--- config.mk ---
export PLATFORM = sky130hd
export DESIGN_NAME = ir_pulse_frame_encoder
export DESIGN_NICKNAME = d
export VERILOG_FILES = /design/src/hw/rtl/ipfe_pkg.sv /design/src/hw/rtl/ipfe_ucode.sv /design/src/hw/rtl/ipfe_datapath.sv /design/src/hw/rtl/ir_pulse_frame_encoder.sv
export SDC_FILE = /design/constraint.sdc
export NUM_CORES = 1
export LEC_CHECK = 0
export BUFFER_PORTS_ARGS = -buffer_cell sky130_fd_sc_hd__buf_4
export CORE_UTILIZATION = 40
export DETAILED_ROUTE_END_ITERATION = 16
export HOLD_SLACK_MARGIN = 0.06
export SYNTH_ARGS = -nofsm -noshare
export SYNTH_HDL_FRONTEND = slang
export SYNTH_SLANG_ARGS = --single-unit
--- constraint.sdc ---
create_clock -name clk -period 8.83 [get_ports clk]
set_input_delay 0 -clock clk [delete_from_list [all_inputs] [get_ports clk]]
set_output_delay 0 -clock clk [all_outputs]
set_load 0.01 [all_outputs]
--- src/hw/rtl/ipfe_pkg.sv ---
// Types, codes and reset values shared by the infrared pulse frame encoder.
package ipfe_pkg;

	localparam int         CFG_W          = 16;
	localparam int         CFG_IDX_W      = 3;
	localparam int         CONST_W        = 3;
	localparam logic [15:0] RST_HEADER_MARK  = 16'd9000;
	localparam logic [15:0] RST_HEADER_SPACE = 16'd4500;
	localparam logic [15:0] RST_BIT_MARK     = 16'd500;
	localparam logic [15:0] RST_ONE_SPACE    = 16'd1660;
	localparam logic [15:0] RST_ZERO_SPACE   = 16'd600;
	// Trailer zero cells after the first one, counted down by the loop step.
	localparam logic [CONST_W-1:0] TRAIL_ZERO_REST = 3'd5;

	typedef enum logic [CFG_IDX_W-1:0] {
		REG_HEADER_MARK  = 3'd0,
		REG_HEADER_SPACE = 3'd1,
		REG_BIT_MARK     = 3'd2,
		REG_ONE_SPACE    = 3'd3,
		REG_ZERO_SPACE   = 3'd4
	} reg_index_t;

	typedef enum logic [1:0] {
		KIND_HEADER  = 2'd0,
		KIND_PAYLOAD = 2'd1,
		KIND_TRAILER = 2'd2,
		KIND_FOOTER  = 2'd3
	} cell_kind_t;

	typedef enum logic [2:0] {
		ST_IDLE     = 3'd0,
		ST_HEADER   = 3'd1,
		ST_PAYLOAD  = 3'd2,
		ST_TRAIL_Z0 = 3'd3,
		ST_TRAIL_Z  = 3'd4,
		ST_TRAIL_O0 = 3'd5,
		ST_TRAIL_O1 = 3'd6,
		ST_FOOTER   = 3'd7
	} step_t;

	typedef enum logic {
		MARK_HEADER = 1'b0,
		MARK_BIT    = 1'b1
	} mark_sel_t;

	typedef enum logic [2:0] {
		SPACE_HEADER = 3'd0,
		SPACE_ONE    = 3'd1,
		SPACE_ZERO   = 3'd2,
		SPACE_DATA   = 3'd3,
		SPACE_NONE   = 3'd4
	} space_sel_t;

	typedef enum logic [1:0] {
		CNT_HOLD  = 2'd0,
		CNT_BITS  = 2'd1,
		CNT_CONST = 2'd2,
		CNT_DEC   = 2'd3
	} cnt_op_t;

	typedef enum logic [1:0] {
		SEQ_WAIT  = 2'd0,
		SEQ_GOTO  = 2'd1,
		SEQ_LOOP  = 2'd2,
		SEQ_SKIPZ = 2'd3
	} seq_op_t;

	typedef struct packed {
		logic               emit;
		cell_kind_t         kind;
		mark_sel_t          mark_sel;
		space_sel_t         space_sel;
		logic               last;
		cnt_op_t            cnt_op;
		logic [CONST_W-1:0] cnt_const;
		seq_op_t            seq_op;
		step_t              target;
	} ctrl_word_t;

	typedef struct packed {
		logic slot_free;
		logic cnt_zero;
		logic cnt_one;
	} dp_status_t;

	typedef struct packed {
		logic [31:0] data_word;
		logic [5:0]  bit_count;
	} in_t;

	typedef struct packed {
		logic [1:0]  cell_kind;
		logic [15:0] mark_us;
		logic [15:0] space_us;
		logic        last_cell;
	} out_t;

endpackage

--- src/hw/rtl/ipfe_ucode.sv ---
// Microcode store: one control word for each step of the frame program.
module ipfe_ucode (
	input  ipfe_pkg::step_t      step,
	output ipfe_pkg::ctrl_word_t cw
);
	import ipfe_pkg::*;

	always_comb begin
		cw = '{emit: 1'b0, kind: KIND_HEADER, mark_sel: MARK_BIT, space_sel: SPACE_NONE,
			last: 1'b0, cnt_op: CNT_HOLD, cnt_const: '0, seq_op: SEQ_WAIT, target: ST_IDLE};
		unique case (step)
			ST_IDLE: begin
				cw.cnt_op = CNT_BITS;
				cw.seq_op = SEQ_WAIT;
				cw.target = ST_HEADER;
			end
			ST_HEADER: begin
				cw.emit      = 1'b1;
				cw.kind      = KIND_HEADER;
				cw.mark_sel  = MARK_HEADER;
				cw.space_sel = SPACE_HEADER;
				cw.seq_op    = SEQ_SKIPZ;
				cw.target    = ST_TRAIL_Z0;
			end
			ST_PAYLOAD: begin
				cw.emit      = 1'b1;
				cw.kind      = KIND_PAYLOAD;
				cw.space_sel = SPACE_DATA;
				cw.cnt_op    = CNT_DEC;
				cw.seq_op    = SEQ_LOOP;
				cw.target    = ST_TRAIL_Z0;
			end
			ST_TRAIL_Z0: begin
				cw.emit      = 1'b1;
				cw.kind      = KIND_TRAILER;
				cw.space_sel = SPACE_ZERO;
				cw.cnt_op    = CNT_CONST;
				cw.cnt_const = TRAIL_ZERO_REST;
				cw.seq_op    = SEQ_GOTO;
				cw.target    = ST_TRAIL_Z;
			end
			ST_TRAIL_Z: begin
				cw.emit      = 1'b1;
				cw.kind      = KIND_TRAILER;
				cw.space_sel = SPACE_ZERO;
				cw.cnt_op    = CNT_DEC;
				cw.seq_op    = SEQ_LOOP;
				cw.target    = ST_TRAIL_O0;
			end
			ST_TRAIL_O0: begin
				cw.emit      = 1'b1;
				cw.kind      = KIND_TRAILER;
				cw.space_sel = SPACE_ONE;
				cw.seq_op    = SEQ_GOTO;
				cw.target    = ST_TRAIL_O1;
			end
			ST_TRAIL_O1: begin
				cw.emit      = 1'b1;
				cw.kind      = KIND_TRAILER;
				cw.space_sel = SPACE_ONE;
				cw.seq_op    = SEQ_GOTO;
				cw.target    = ST_FOOTER;
			end
			ST_FOOTER: begin
				cw.emit      = 1'b1;
				cw.kind      = KIND_FOOTER;
				cw.space_sel = SPACE_NONE;
				cw.last      = 1'b1;
				cw.seq_op    = SEQ_GOTO;
				cw.target    = ST_IDLE;
			end
			default: begin
				cw.seq_op = SEQ_GOTO;
				cw.target = ST_IDLE;
			end
		endcase
	end

endmodule

--- src/hw/rtl/ipfe_datapath.sv ---
// Datapath: duration registers, payload word, loop counter and output register.
module ipfe_datapath #(
	parameter int DATA_BITS = 32
) (
	input  logic                 clk,
	input  logic                 arst_n,
	input  logic                 cfg_we,
	input  logic [2:0]           cfg_index,
	input  logic [15:0]          cfg_data,
	input  ipfe_pkg::in_t        in_data,
	input  ipfe_pkg::ctrl_word_t cw,
	input  logic                 step_en,
	input  logic                 out_stall,
	output logic                 out_valid,
	output ipfe_pkg::out_t       out_data,
	output ipfe_pkg::dp_status_t status
);
	import ipfe_pkg::*;

	localparam int CNT_W = $clog2(DATA_BITS + 1);

	logic [15:0]      header_mark_q;
	logic [15:0]      header_space_q;
	logic [15:0]      bit_mark_q;
	logic [15:0]      one_space_q;
	logic [15:0]      zero_space_q;
	logic [31:0]      word_q;
	logic [CNT_W-1:0] cnt_q;
	logic [CNT_W-1:0] cnt_sat;
	logic [6:0]       bit_idx;
	logic             data_bit;
	logic             out_valid_q;
	out_t             out_q;
	out_t             next_cell;

	always_ff @(posedge clk or negedge arst_n) begin
		if (!arst_n) begin
			header_mark_q  <= RST_HEADER_MARK;
			header_space_q <= RST_HEADER_SPACE;
			bit_mark_q     <= RST_BIT_MARK;
			one_space_q    <= RST_ONE_SPACE;
			zero_space_q   <= RST_ZERO_SPACE;
		end else if (cfg_we) begin
			case (cfg_index)
				REG_HEADER_MARK:  header_mark_q  <= cfg_data;
				REG_HEADER_SPACE: header_space_q <= cfg_data;
				REG_BIT_MARK:     bit_mark_q     <= cfg_data;
				REG_ONE_SPACE:    one_space_q    <= cfg_data;
				REG_ZERO_SPACE:   zero_space_q   <= cfg_data;
				default: ;
			endcase
		end
	end

	// A request asking for more bits than the word holds is clipped.
	assign cnt_sat = (int'(in_data.bit_count) > DATA_BITS) ? CNT_W'(DATA_BITS)
		: CNT_W'(in_data.bit_count);

	always_ff @(posedge clk or negedge arst_n) begin
		if (!arst_n) begin
			cnt_q <= '0;
		end else if (step_en) begin
			case (cw.cnt_op)
				CNT_BITS:  cnt_q <= cnt_sat;
				CNT_CONST: cnt_q <= CNT_W'(cw.cnt_const);
				CNT_DEC:   cnt_q <= cnt_q - CNT_W'(1);
				default:   cnt_q <= cnt_q;
			endcase
		end
	end

	always_ff @(posedge clk) begin
		if (step_en && cw.cnt_op == CNT_BITS) begin
			word_q <= in_data.data_word;
		end
	end

	// Bit positions beyond the input word send as zero.
	assign bit_idx  = 7'(cnt_q) - 7'd1;
	assign data_bit = (bit_idx < 7'd32) ? word_q[bit_idx[4:0]] : 1'b0;

	always_comb begin
		next_cell.cell_kind = cw.kind;
		next_cell.last_cell = cw.last;
		next_cell.mark_us   = (cw.mark_sel == MARK_HEADER) ? header_mark_q : bit_mark_q;
		case (cw.space_sel)
			SPACE_HEADER: next_cell.space_us = header_space_q;
			SPACE_ONE:    next_cell.space_us = one_space_q;
			SPACE_ZERO:   next_cell.space_us = zero_space_q;
			SPACE_DATA:   next_cell.space_us = data_bit ? one_space_q : zero_space_q;
			default:      next_cell.space_us = '0;
		endcase
	end

	always_ff @(posedge clk or negedge arst_n) begin
		if (!arst_n) begin
			out_valid_q <= 1'b0;
		end else if (step_en && cw.emit) begin
			out_valid_q <= 1'b1;
		end else if (!out_stall) begin
			out_valid_q <= 1'b0;
		end
	end

	always_ff @(posedge clk) begin
		if (step_en && cw.emit) begin
			out_q <= next_cell;
		end
	end

	assign status.slot_free = !out_valid_q || !out_stall;
	assign status.cnt_zero  = (cnt_q == '0);
	assign status.cnt_one   = (cnt_q == CNT_W'(1));
	assign out_valid        = out_valid_q;
	assign out_data         = out_q;

endmodule

--- src/hw/rtl/ir_pulse_frame_encoder.sv ---
// Top level of the infrared pulse-distance frame encoder.
//
// One request on the input channel carries a data word and a bit count. It
// becomes a frame of bit_count + 10 cells on the output channel: a header,
// one payload cell per bit (most significant used bit first), six zero and
// two one trailer cells, and a footer flagged by last_cell. A bit count above
// DATA_BITS is clipped to DATA_BITS.
// A small microprogram of eight steps, held in the control store and walked by
// a step counter with conditional jumps, drives the datapath; a loop counter
// runs the payload and trailer loops.
// The header is registered into the output register once the request is taken;
// the output register then takes one cell a cycle while out_stall is low, and the
// next request is taken only once the footer step has returned to idle.
// The user must write the durations through the cfg port only while idle; the
// block does not enforce this. An index beyond the register list is ignored.
// Reset returns the durations to their defaults and the sequencer to idle.
// A stall on the output holds the current cell and the program waits.
module ir_pulse_frame_encoder #(
	parameter int DATA_BITS = 32
) (
	input  logic           clk,
	input  logic           arst_n,
	input  logic           cfg_we,
	input  logic [2:0]     cfg_index,
	input  logic [15:0]    cfg_data,
	input  logic           in_valid,
	output logic           in_stall,
	input  ipfe_pkg::in_t  in_data,
	output logic           out_valid,
	input  logic           out_stall,
	output ipfe_pkg::out_t out_data
);
	import ipfe_pkg::*;

	step_t      step_q;
	step_t      step_d;
	ctrl_word_t cw;
	dp_status_t status;
	logic       step_en;

	ipfe_ucode u_ucode (
		.step (step_q),
		.cw   (cw)
	);

	ipfe_datapath #(
		.DATA_BITS (DATA_BITS)
	) u_datapath (
		.clk       (clk),
		.arst_n    (arst_n),
		.cfg_we    (cfg_we),
		.cfg_index (cfg_index),
		.cfg_data  (cfg_data),
		.in_data   (in_data),
		.cw        (cw),
		.step_en   (step_en),
		.out_stall (out_stall),
		.out_valid (out_valid),
		.out_data  (out_data),
		.status    (status)
	);

	assign in_stall = (cw.seq_op != SEQ_WAIT);

	always_ff @(posedge clk or negedge arst_n) begin
		if (!arst_n) begin
			step_q <= ST_IDLE;
		end else begin
			step_q <= step_d;
		end
	end

	// A step that emits a cell only moves on once the output register has room.
	always_comb begin
		if (cw.seq_op == SEQ_WAIT) begin
			step_en = in_valid;
		end else begin
			step_en = cw.emit && status.slot_free;
		end
		step_d = step_q;
		if (step_en) begin
			unique case (cw.seq_op)
				SEQ_WAIT:  step_d = cw.target;
				SEQ_GOTO:  step_d = cw.target;
				SEQ_LOOP:  step_d = status.cnt_one ? cw.target : step_q;
				SEQ_SKIPZ: step_d = status.cnt_zero ? cw.target : step_t'(step_q + 3'd1);
				default:   step_d = ST_IDLE;
			endcase
		end
	end

endmodule
After elaboration in Yosys (flattened, before gate mapping). Index checks and enable logic that the tools add are counted.

Output and inout port bits: 37. Logic and storage cells: 87. Register bits after elaboration: 157. Input bits: 62.

Order comparisons: 3. Mux-type cells: 20. Equality and inequality tests: 23. Reduce and logical (&&, ||, !) cells: 25. Add/subtract/negate cells: 3.

Operator list (count): 16-bit one-hot mux with 4 select lines (1); 5-bit one-hot mux with 8 select lines (1); 16-bit 2-to-1 mux (2); 3-bit one-hot mux with 4 select lines (2); 3-bit by 2-bit == test with 1-bit output (second input constant) (6); 6-bit one-hot mux with 3 select lines (1); 3-bit == test (second input constant) (5); 2-bit AND reduction (7); 3-bit by 1-bit == test with 1-bit output (second input constant) (3); 3-bit logical NOT (3); 3-bit 2-to-1 mux (3); 3-bit one-hot mux with 3 select lines (1); 2-bit == test (second input constant) (4); 2-bit OR reduction (4); 7-bit by 6-bit < comparator with 1-bit output (second input constant) (1); 6-bit by 1-bit subtractor with 7-bit output (second input constant) (1); 6-bit by 1-bit == test with 1-bit output (second input constant) (1); 6-bit greater-than comparator (second input constant) (1); 6-bit logical NOT (1); 5-bit by 6-bit < comparator with 1-bit output (second input constant) (1); 1-bit 2-to-1 mux (6); 6-bit 2-to-1 mux (1); 2-bit one-hot mux with 3 select lines (1); 6-bit by 1-bit subtractor with 6-bit output (second input constant) (1); 12 further kinds (16).

Longest topological paths before layout. Gate-level depths: netlist of run 1.

Word-level depth: 7. Depth in mapped cells: 13. Depth with buffers taken out: 10.

Modules after synthesis. From an unflattened synthesis of run 1, not the netlist that was laid out.

Cells, all modules: 550. Area total of the unflattened synthesis: 7489.7 µm².

Modules (own cells, without submodules): ipfe_datapath (seq. area each 4222.8 µm², cells an instance 486, instances 1, area each 6969.2 µm²); ipfe_ucode (seq. area each 0.0 µm², cells an instance 39, instances 1, area each 282.8 µm²); ir_pulse_frame_encoder (seq. area each 75.1 µm², cells an instance 25, instances 1, area each 237.7 µm²).

Least setup slack after synthesis of run 1. OpenSTA, ideal clock, no wires.

Path type: flip-flop to flip-flop. Start point: register step_q[0]. End point: register u_datapath.word_q[0] (enable). Setup time: 461 ps. Period minus slack after synthesis: 4477 ps. Slack: 4353 ps. Required time: 8369 ps. Path buffers: 1. Cell stages (with the launch flop): 10. Arrival time: 4016 ps. Cells stage by stage: dfrtp_1 > inv_1 > ha_1 > clkbuf_1 > nor3_1 > o21ai_0 > nor3_1 > inv_1 > mux2i_1 > nor3_1.

Longest elaborated chain between the ends: 6. Elaborated cells between the ends (all ways): 18. Those cells by class: 8 x eq/ne; 4 x mux; 6 x reduce/logical.

Ends and longest elaborated chain: start: declaration (line ir_pulse_frame_encoder.sv:35) `step_t step_q;`; start signal: assignment (line ir_pulse_frame_encoder.sv:69) `step_q <= step_d;`; 3-bit by 2-bit == test with 1-bit output or 3-bit == test (tied branches) (line ipfe_ucode.sv:11) `unique case (step)`; 4-bit OR reduction (no line); 3-bit one-hot mux with 4 select lines (line ipfe_ucode.sv:11); 1-bit logical AND (line ir_pulse_frame_encoder.sv:78) `step_en = cw.emit && status.slot_free;`; 1-bit 2-to-1 mux (line ir_pulse_frame_encoder.sv:75) `if (cw.seq_op == SEQ_WAIT) begin`; 1-bit logical AND * (line ipfe_datapath.sv:73) `if (step_en && cw.cnt_op == CNT_BITS) begin`; end signal: assignment (line ipfe_datapath.sv:74) `word_q <= in_data.data_word;`; end: declaration (line ipfe_datapath.sv:27) `logic [31:0] word_q;`.

Mark *: on every way between the ends. The rest lies on a longest branch, timed or not. A chain may end at the register's enable or synchronous reset.

==> results of run 1 <==
-- how the worst max path moves through the flow --
stage / startpoint / end / slack (ns) / depth (start not counted)
final: u_datapath.cnt_q[0] / u_datapath.out_data[15] / 5.02 / 9
after floorplan: step_q[0] / u_datapath.word_q[0] / 4.35 / 9
after global placement: u_datapath.cnt_q[0] / u_datapath.out_data[7] / 5.12 / 9
after global routing: u_datapath.cnt_q[0] / u_datapath.out_data[9] / 4.68 / 9
after detailed placement: u_datapath.cnt_q[0] / u_datapath.out_data[4] / 4.99 / 9
after CTS: u_datapath.cnt_q[0] / u_datapath.out_data[4] / 4.98 / 9
-- metrics by stage --
step	power (mW)	utilization	setup WS, ns	hold slack (ns)
final	3.08	0.538	5.02	0.208
after global routing	3.28	0.538	4.68	0.228
after CTS	3.11	0.538	4.98	0.210
after detailed placement	2.36	0.467	4.99	-0.0814
after global placement	2.34	0.467	5.12	-0.0832
after floorplan	1.99	-	4.35	-0.296
-- state kept, by name, indices dropped and copies added (netlist names), 3 cells and up --
name                       cells
u_datapath.bit_mark_q         16
u_datapath.out_data           35
u_datapath.header_mark_q      16
u_datapath.cnt_q               6
u_datapath.one_space_q        16
u_datapath.word_q             32
u_datapath.zero_space_q       16
step_q                         3
u_datapath.header_space_q     16
-- placed cells by master (no fill, tap or decap), types with 6 or more instances in the layout --
master and n:
sky130_fd_sc_hd__dfrtp_1 63, sky130_fd_sc_hd__nor3_1 6, sky130_fd_sc_hd__inv_1 9, sky130_fd_sc_hd__nor2_1 18, sky130_fd_sc_hd__buf_4 104, sky130_fd_sc_hd__mux2_2 97, sky130_fd_sc_hd__a21oi_1 11, sky130_fd_sc_hd__ha_1 8
sky130_fd_sc_hd__o21ai_0 10, sky130_fd_sc_hd__a221o_1 17, sky130_fd_sc_hd__dlygate4sd3_1 60, sky130_fd_sc_hd__dfstp_2 27, sky130_fd_sc_hd__nand2_1 11, sky130_fd_sc_hd__edfxtp_1 67, sky130_fd_sc_hd__and2_1 16, sky130_fd_sc_hd__mux4_2 8
sky130_fd_sc_hd__clkbuf_16 17
-- layer usage --
layer	routed length (µm)	up-vias
met2	7190	96
met4	148	0
met3	502	10
met1	6370	2105
met5	0	-
li1	-	2000
-- area by class of cell --
type,instances,area (µm²),share of cell area
clock buffer,21,460,0.0518
multi-input combinational,256,2330,0.262
clock inverter,11,118,0.0132
sequential,157,4300,0.483
inverter,9,33.8,0.00380
tap,220,275,0.0309
timing repair buffer,164,1380,0.155
-- power by group --
group	internal (mW)	switching [mW]	leakage, nW
Combinational	0.543	0.570	1.63
Sequential	1.12	0.140	1.68
Clock	0.429	0.283	0.275
Total	2.09	0.993	3.58
-- kinds of logic after synthesis --
kind of cell | Yosys count | synth area share
and+or+nand+nor | 78 | 0.0634
buffers and inverters | 30 | 0.0203
adders and majority gates | 8 | 0.0149
muxes | 110 | 0.196
DFF | 157 | 0.638
AOI/OAI and AO/OA | 59 | 0.0652
xor gates and xnor gates | 1 | 0.00130
-- what timing repair did --
item,CTS,global route
hold buffers,60,0
endpoints found under the setup margin,0,0
hold endpoints to repair,142,0
==> flow_results.org, run 1 <==
** Global routing
- In the global route stage, met2 resource usage came out at 0.297.
- Vias in the first global route :: around 4,600
- The initial antenna violation count came to 0.
- Entering global routing, the biggest net connects 68 pins.
- Global routing finished with a remaining overflow of 0.
- In the global route stage, overall resource usage came out at 0.178.
- Global-route wire length before repair :: ~24 mm
- In this run the most used layer during global routing was met2.
- For this run, global-route usage on met1 was measured as 0.227.
- For this run, global-route usage on met3 was measured as 0.0421.

** STA
- The total count of hold-check failures in the final report was 0.
- RSZ-0062 raised after global routing :: no
- For the pin with the worst max-slew slack, the measured transition is 1.27 ns.
- Between clock sinks in the finished design, the worst skew comes to 0.00895 ns.
- Headroom to the max-slew limit came out at 0.147.
- Timing would allow up to roughly 260 MHz.
- Setup violators final :: 0
- Fin crit share :: 0.432
- Final Max Tran Viols :: 0
- After layout, the minimum clock period comes to ~3.8 ns.
- Setup TNS Final :: 0 ns

** Route
- Total vias in the final route :: 4,211
- For this block, the routed nets add up to approximately 14 mm of wire.
- In the final routed layout, each cell accounts on average for roughly 17 µm.
- In the routed design, unresolved DRC markers number 0.
- Antenna Nets Post-Route :: 0
- For this run, the detailed router's first-pass iteration total came to 4.
- Number of vias per cell after detailed routing :: a little over 5
- Drt first-iter violations :: approximately 130

** Setup path
- The cell that appears most often on the critical path is sky130_fd_sc_hd__a221o_1.
- Worst R2R Start :: u_datapath.cnt_q[0]
- In this run the worst path has a maximum fanout of 17.
- Worst stage delay on the critical path :: between 1 and 1.5 ns
- Critical path data required time :: approximately 9.1 ns
- Measured in cells, the most critical reg-to-reg path has a length of 9.
- Critical path buffer and inverter count :: 1
- Kind of end point of the critical path :: register
- Endpoint of the most critical register-to-register path :: u_datapath.out_data[15]
- Broken down by cell family, the worst path's largest delay share belongs to simple AND/OR/NAND/NOR gates.
- Traced cell by cell, the critical path runs through inv_1 -> ha_1 -> mux4_2 -> o21ai_0 -> a211oi_1 -> a221o_1 -> a21oi_2 -> nor3_2 -> a221o_1.
- Startpoint types :: register
- Among all stages on the critical path, the largest delay is contributed by sky130_fd_sc_hd__nor3_2.
- In this run the register-to-register setup slack is 5.02 ns.
- The worst setup path is of the register to register kind.
- Worst EP arrival :: 4.09 ns

** Yosys
- In this run, synthesis inferred 67 flip-flops with an integrated enable.
- Cell types occupying the most area after synthesis :: sky130_fd_sc_hd__edfxtp_1, sky130_fd_sc_hd__dfrtp_1, sky130_fd_sc_hd__mux2_2
- Post-synthesis register bit count :: 157
- The commonest cells after synthesis are sky130_fd_sc_hd__mux2_2, sky130_fd_sc_hd__edfxtp_1, sky130_fd_sc_hd__dfrtp_1.
- Synthesis handed over a netlist of between 400 and 500 instances.
- The biggest area contributor in the post-synthesis netlist is sky130_fd_sc_hd__edfxtp_1.
- Summing every instance area after synthesis gives just under 7000 µm².
- The share of synthesized area in the top cell type comes to 0.299.
- Synthesis produced a netlist with a net count of between 500 and 600.
- Distinct cells, synth :: about 50
- Averaged over all synthesized cells, the footprint is 15.2 µm².
- For this run, the number of Yosys warnings is 0.
- Most frequently used flop master after synthesis :: sky130_fd_sc_hd__edfxtp_1
- Most repeated cell in the gate-level netlist after synthesis :: sky130_fd_sc_hd__mux2_2
- The share of the Yosys chip area taken by registers is 0.638.
- Post-synth ARST share :: 0.573

** CTS
- The clock drives 157 sinks.
- Once the clock tree was built, the resizer swapped 0 gates to a different size.
- CTS built an H-tree with a depth of 4.
- After clock tree synthesis, the clock-pin slew on the worst setup and hold paths is ~0.06 ns.
- The longest clock path from root to sink contains 2 buffers.
- Cell at the root of the clock tree :: sky130_fd_sc_hd__clkbuf_16
- Buffers added to address setup during post-CTS repair amount to 0.
- At the later pin of the worst-skew pair, clock insertion delay measures around 0.42 ns.
- The number of clock buffers added by TritonCTS is 17.
- TritonCTS built the clock tree.

** Placement
- Hpwl dp :: about 8.7 mm
- Count of input and output buffers :: 98
- After detailed placement, the total cell area comes to just under 8000 µm².
- The congestion estimate from routability-driven global placement came to slightly above 0.8.
- In this run, placement finished with an instance count of 746.

** Job
- Max-Cap Viols :: 0

** Layout
- Final antenna diode count :: 0
- For this run, the number of standard cells in the final layout without fillers is 838.
- The finished cells cover roughly 8900 µm².
- Fillers :: roughly 1,400
- Nets :: 675
- Relative to the synthesized area, the layout overhead comes to 32.1%.
- Share of layout cells above drive strength 1 :: 0.448

** Floorplan
- Die extent in y :: roughly 130 µm
- The floorplan step defined a die boundary enclosing around 17,000 µm².
- Starting density of the core :: 0.407
- Total I/O pin count :: slightly below 100
- In this run the core area contains 47 standard-cell rows.
- The die is approximately 130 µm wide.
- The core region is about 17,000 µm².

** Min path
- Min-Delay Path Class :: primary input to async pin

** Pwr
- In this run the power density over the cells is between 300 and 400 nW/µm².
- In this run the static leakage power is about 3.6 nW.
- Worst VDD drop :: 0.184 mV

** Status
- The run finished with clean final reports.
Power figures use the tool's default switching activity.
==> run 2, diff against run 1 <==
==> constraint.sdc (replaced) <==
create_clock -name clk -period 3.9 [get_ports clk]
set_input_delay 0 -clock clk [delete_from_list [all_inputs] [get_ports clk]]
set_output_delay 0 -clock clk [all_outputs]
set_load 0.01 [all_outputs]
==> run 2 against run 1 <==
Effect of this change:
- sequential share of layout area decreased by 0.27 points
- clock power is 130% higher
- critical path depth grew 1
- combinational power is 130% higher
- maximum frequency up 13%
- via count rose by 1.3%
- sequential power up 120%
- die area stayed put
- clock skew down 0.0012 ns
==> flow_results.org, run 2 (synthesis results as in run 1) <==
** Status
- The run finished with clean final reports.

** STA
- The final-layout setup total negative slack came to 0 ns (unchanged).
- Setup repair after global routing left no endpoint under its margin.
- Highest attainable clock frequency :: 295 MHz (+13%)
- The relative slew slack was 0.364 (+0.217).
- The clock tree skew after final layout is 0.00775 ns (-0.00120 ns).
- Setup violators final :: 0 (unchanged)
- Worst Tran Pin Value :: 0.951 ns (-0.321 ns)
- The tightest hold margin is 0.182 ns (-0.0259 ns).
- Fin crit share :: 0.868 (+0.436)
- Final Max Tran Viols :: 0 (unchanged)
- The total count of hold-check failures in the final report is 0 (unchanged).
- Min Tclk post-route :: 3.39 ns (-0.428 ns)

** Global routing
- Maximum number of pins on one net before global-route repair :: 55 (-19%)
- The total global-route track usage is 0.176 (-0.00191).
- Global-route wire length before repair :: 23.5 mm (-1.1%)
- Sum of overflow across all layers after global routing :: 0 (unchanged)
- Vias in the first global route :: 4,509 (-1.1%)
- The global routing met2 resource utilization was 0.295 (-0.00176).
- GR met1 Demand/Resource :: 0.223 (-0.00453)
- The initial antenna violation count came to 0 (unchanged).
- After global routing, the most crowded layer is met2.
- Global routing usage on met3 :: 0.0382 (-0.00386)

** Floorplan
- The vertical die dimension came to 132 µm (unchanged).
- Starting density of the core :: 0.407 (unchanged)
- The number of top-level pins was 99 (unchanged).
- Die outline width :: 132 µm (unchanged)
- Cell Rows :: 47 (unchanged)
- Area of the die :: 17,400 µm² (unchanged)
- Placeable Area :: 16,500 µm² (unchanged)

** Placement
- Hpwl dp :: 8.81 mm (+0.73%)
- DP Cell Count :: 749 (+0.40%)
- The weighted congestion reported at the end of routability-driven placement is 0.824 (-0.85%).
- Count of input and output buffers :: 98 (unchanged)

** CTS
- The number of gates given a new drive strength after cts was 0 (unchanged).
- The number of hold-repair buffers added at the cts stage came to 61 (+1.7%).
- The post-CTS repair timing setup buffer count is 0 (unchanged).
- TritonCTS buffer count :: 17 (unchanged)
- The clock latency at the later pin of the worst-skew pair is 0.42 ns (about the same).
- Maximum number of buffers from clock root to sink :: 2 (unchanged)
- In this run the clock root is driven by a sky130_fd_sc_hd__clkbuf_16.
- The clock-pin slew of the registers on the worst-case setup and hold paths came to 0.06 ns (about the same).
- The depth of the CTS H-tree came to 4 (unchanged).
- TritonCTS built the clock tree.
- The clock sink count is 157 (unchanged).

** Route
- Count of TritonRoute iterations in the first routing pass :: 5 (+1)
- The post-detailed-route count of antenna-violating nets is 0 (unchanged).
- The DRC violation count after routing is 0 (unchanged).
- The first-iteration detailed-routing DRC count was 185 (+39%).
- Wirelength per Cell :: 16.8 µm (-0.89%)
- The post-detailed-routing wire length was 14.1 mm (-0.42%).
- Total vias in the final route :: 4,264 (+1.3%)
- Number of vias per cell after detailed routing :: 5.06 (+0.78%)

** Layout
- The antenna diode instance count came to 0 (unchanged).
- The area growth from synthesis to layout is 32.9%.
- The flip-flop count of the largest register after layout is 35 (unchanged).
- The net count of the finished layout was 679 (+0.59%).
- Share of layout cells above drive strength 1 :: 0.449 (about the same)
- Most frequent cells in the layout :: sky130_fd_sc_hd__buf_4, sky130_fd_sc_hd__mux2_2, sky130_fd_sc_hd__edfxtp_1
- Final Non-Filler Cells :: 842 (+0.48%)
- Most common cell after layout, fill and taps aside :: sky130_fd_sc_hd__buf_4

** Min path
- Min-Delay Path Class :: primary input to register
- In this run the most critical hold path is launched from cfg_index[2].
- The worst hold path terminates at u_datapath.header_mark_q[0].
- Counting instances, the worst hold path has a depth of 4.

** Setup path
- Worst stage delay on the critical path :: 0.56 ns (-0.47 ns)
- The worst setup path is launched from a register.
- Tracing the worst setup path back leads to its startpoint at step_q[2].
- Critical path data required time :: 4.24 ns (-4.87 ns)
- The worst setup slack for register-to-register paths came to 0.51 ns (-4.50 ns).
- Worst R2R Start :: step_q[2]
- Depth of the worst register-to-register path :: 10 (+1)
- The largest fanout on the critical path was 11 (-6).
- Most repeated library cell on the critical path :: sky130_fd_sc_hd__a21oi_1
- Worst-path cell with the longest stage delay :: sky130_fd_sc_hd__dlygate4sd3_1
- The critical path goes through inv_1 -> ha_1 -> nor2_1 -> o21a_1 -> nor3_1 -> o21ai_1 -> o21ai_0 -> a21oi_1 -> dlygate4sd3_1 -> a21oi_1.
- Endpoint of the most critical register-to-register path :: u_datapath.cnt_q[0]
- The arrival time reported for the critical path endpoint was 3.73 ns (-0.36 ns).
- Kind of end point of the critical path :: register
- The critical path is of the register to register type.

** Pwr
- The power density over the cells came to 788 nW/µm² (+130%).
- Worst VDD drop :: 0.351 mV (+91%)
- The leakage power came to 3.61 nW (+0.86%).

** Job
- Max-Cap Viols :: 0 (unchanged)
[run 2: changes by cell type in the layout (fill, tap and decap cells not counted), sizes merged]
cell	previous run	this run
clkinvlp	3	2
buf	104	107
dlygate4sd3	60	61
bufinv	2	3
[run 2: critical path: cells and delay by family (launching register included)]
family,cells,cell delay [ns]
simple gates,2,0.63
flops,1,0.51
buf+inv,2,0.76
fa+ha+maj,1,0.29
compound gates,5,1.11
[run 2: worst max-delay path by stage]
stage                              to  slack (ns)  depth (start not counted)
6_report          u_datapath.cnt_q[0]        0.51                         10
5_1_grt           u_datapath.cnt_q[5]        0.18                         10
4_1_cts           u_datapath.cnt_q[0]        0.56                         10
3_5_place_dp      u_datapath.cnt_q[2]        0.60                         10
3_3_place_gp      u_datapath.cnt_q[2]        0.71                         10
2_1_floorplan  u_datapath.out_data[0]        0.34                          7
[run 2: through the flow]
stage                     setup WS [ns]   util  total power, mW  instance area, µm²
after floorplan                   0.344      -             4.51                6740
after global placement            0.706  0.469             5.32                7740
after detailed placement          0.598  0.469             5.37                7740
after CTS                         0.560  0.541             7.13                8940
after global routing              0.183  0.541             7.48                8940
final                             0.514  0.541             7.05                8940
[run 2: area by class of cell]
cell class / count / area, µm²
Timing Repair Buffer: 168 / 1410
Clock inverter: 11 / 141
Fill cell: 1344 / 7580
Clock buffer: 21 / 450
Inverter: 9 / 33.8
Tap cell: 220 / 275
Sequential cell: 157 / 4300
Multi-Input combinational cell: 256 / 2330
[run 2: metal layers]
layer  share of wire  vias up
li1                -     1998
met3           0.039       15
met5               0        -
met1            0.44     2150
met4           0.014        0
met2            0.51      101
[run 2: report_power, final]
part / internal [mW] / switching [mW] / total (mW)
combinational: 1.25 / 1.32 / 2.56
clock: 1.02 / 0.637 / 1.66
sequential: 2.54 / 0.292 / 2.83
total: 4.80 / 2.25 / 7.05
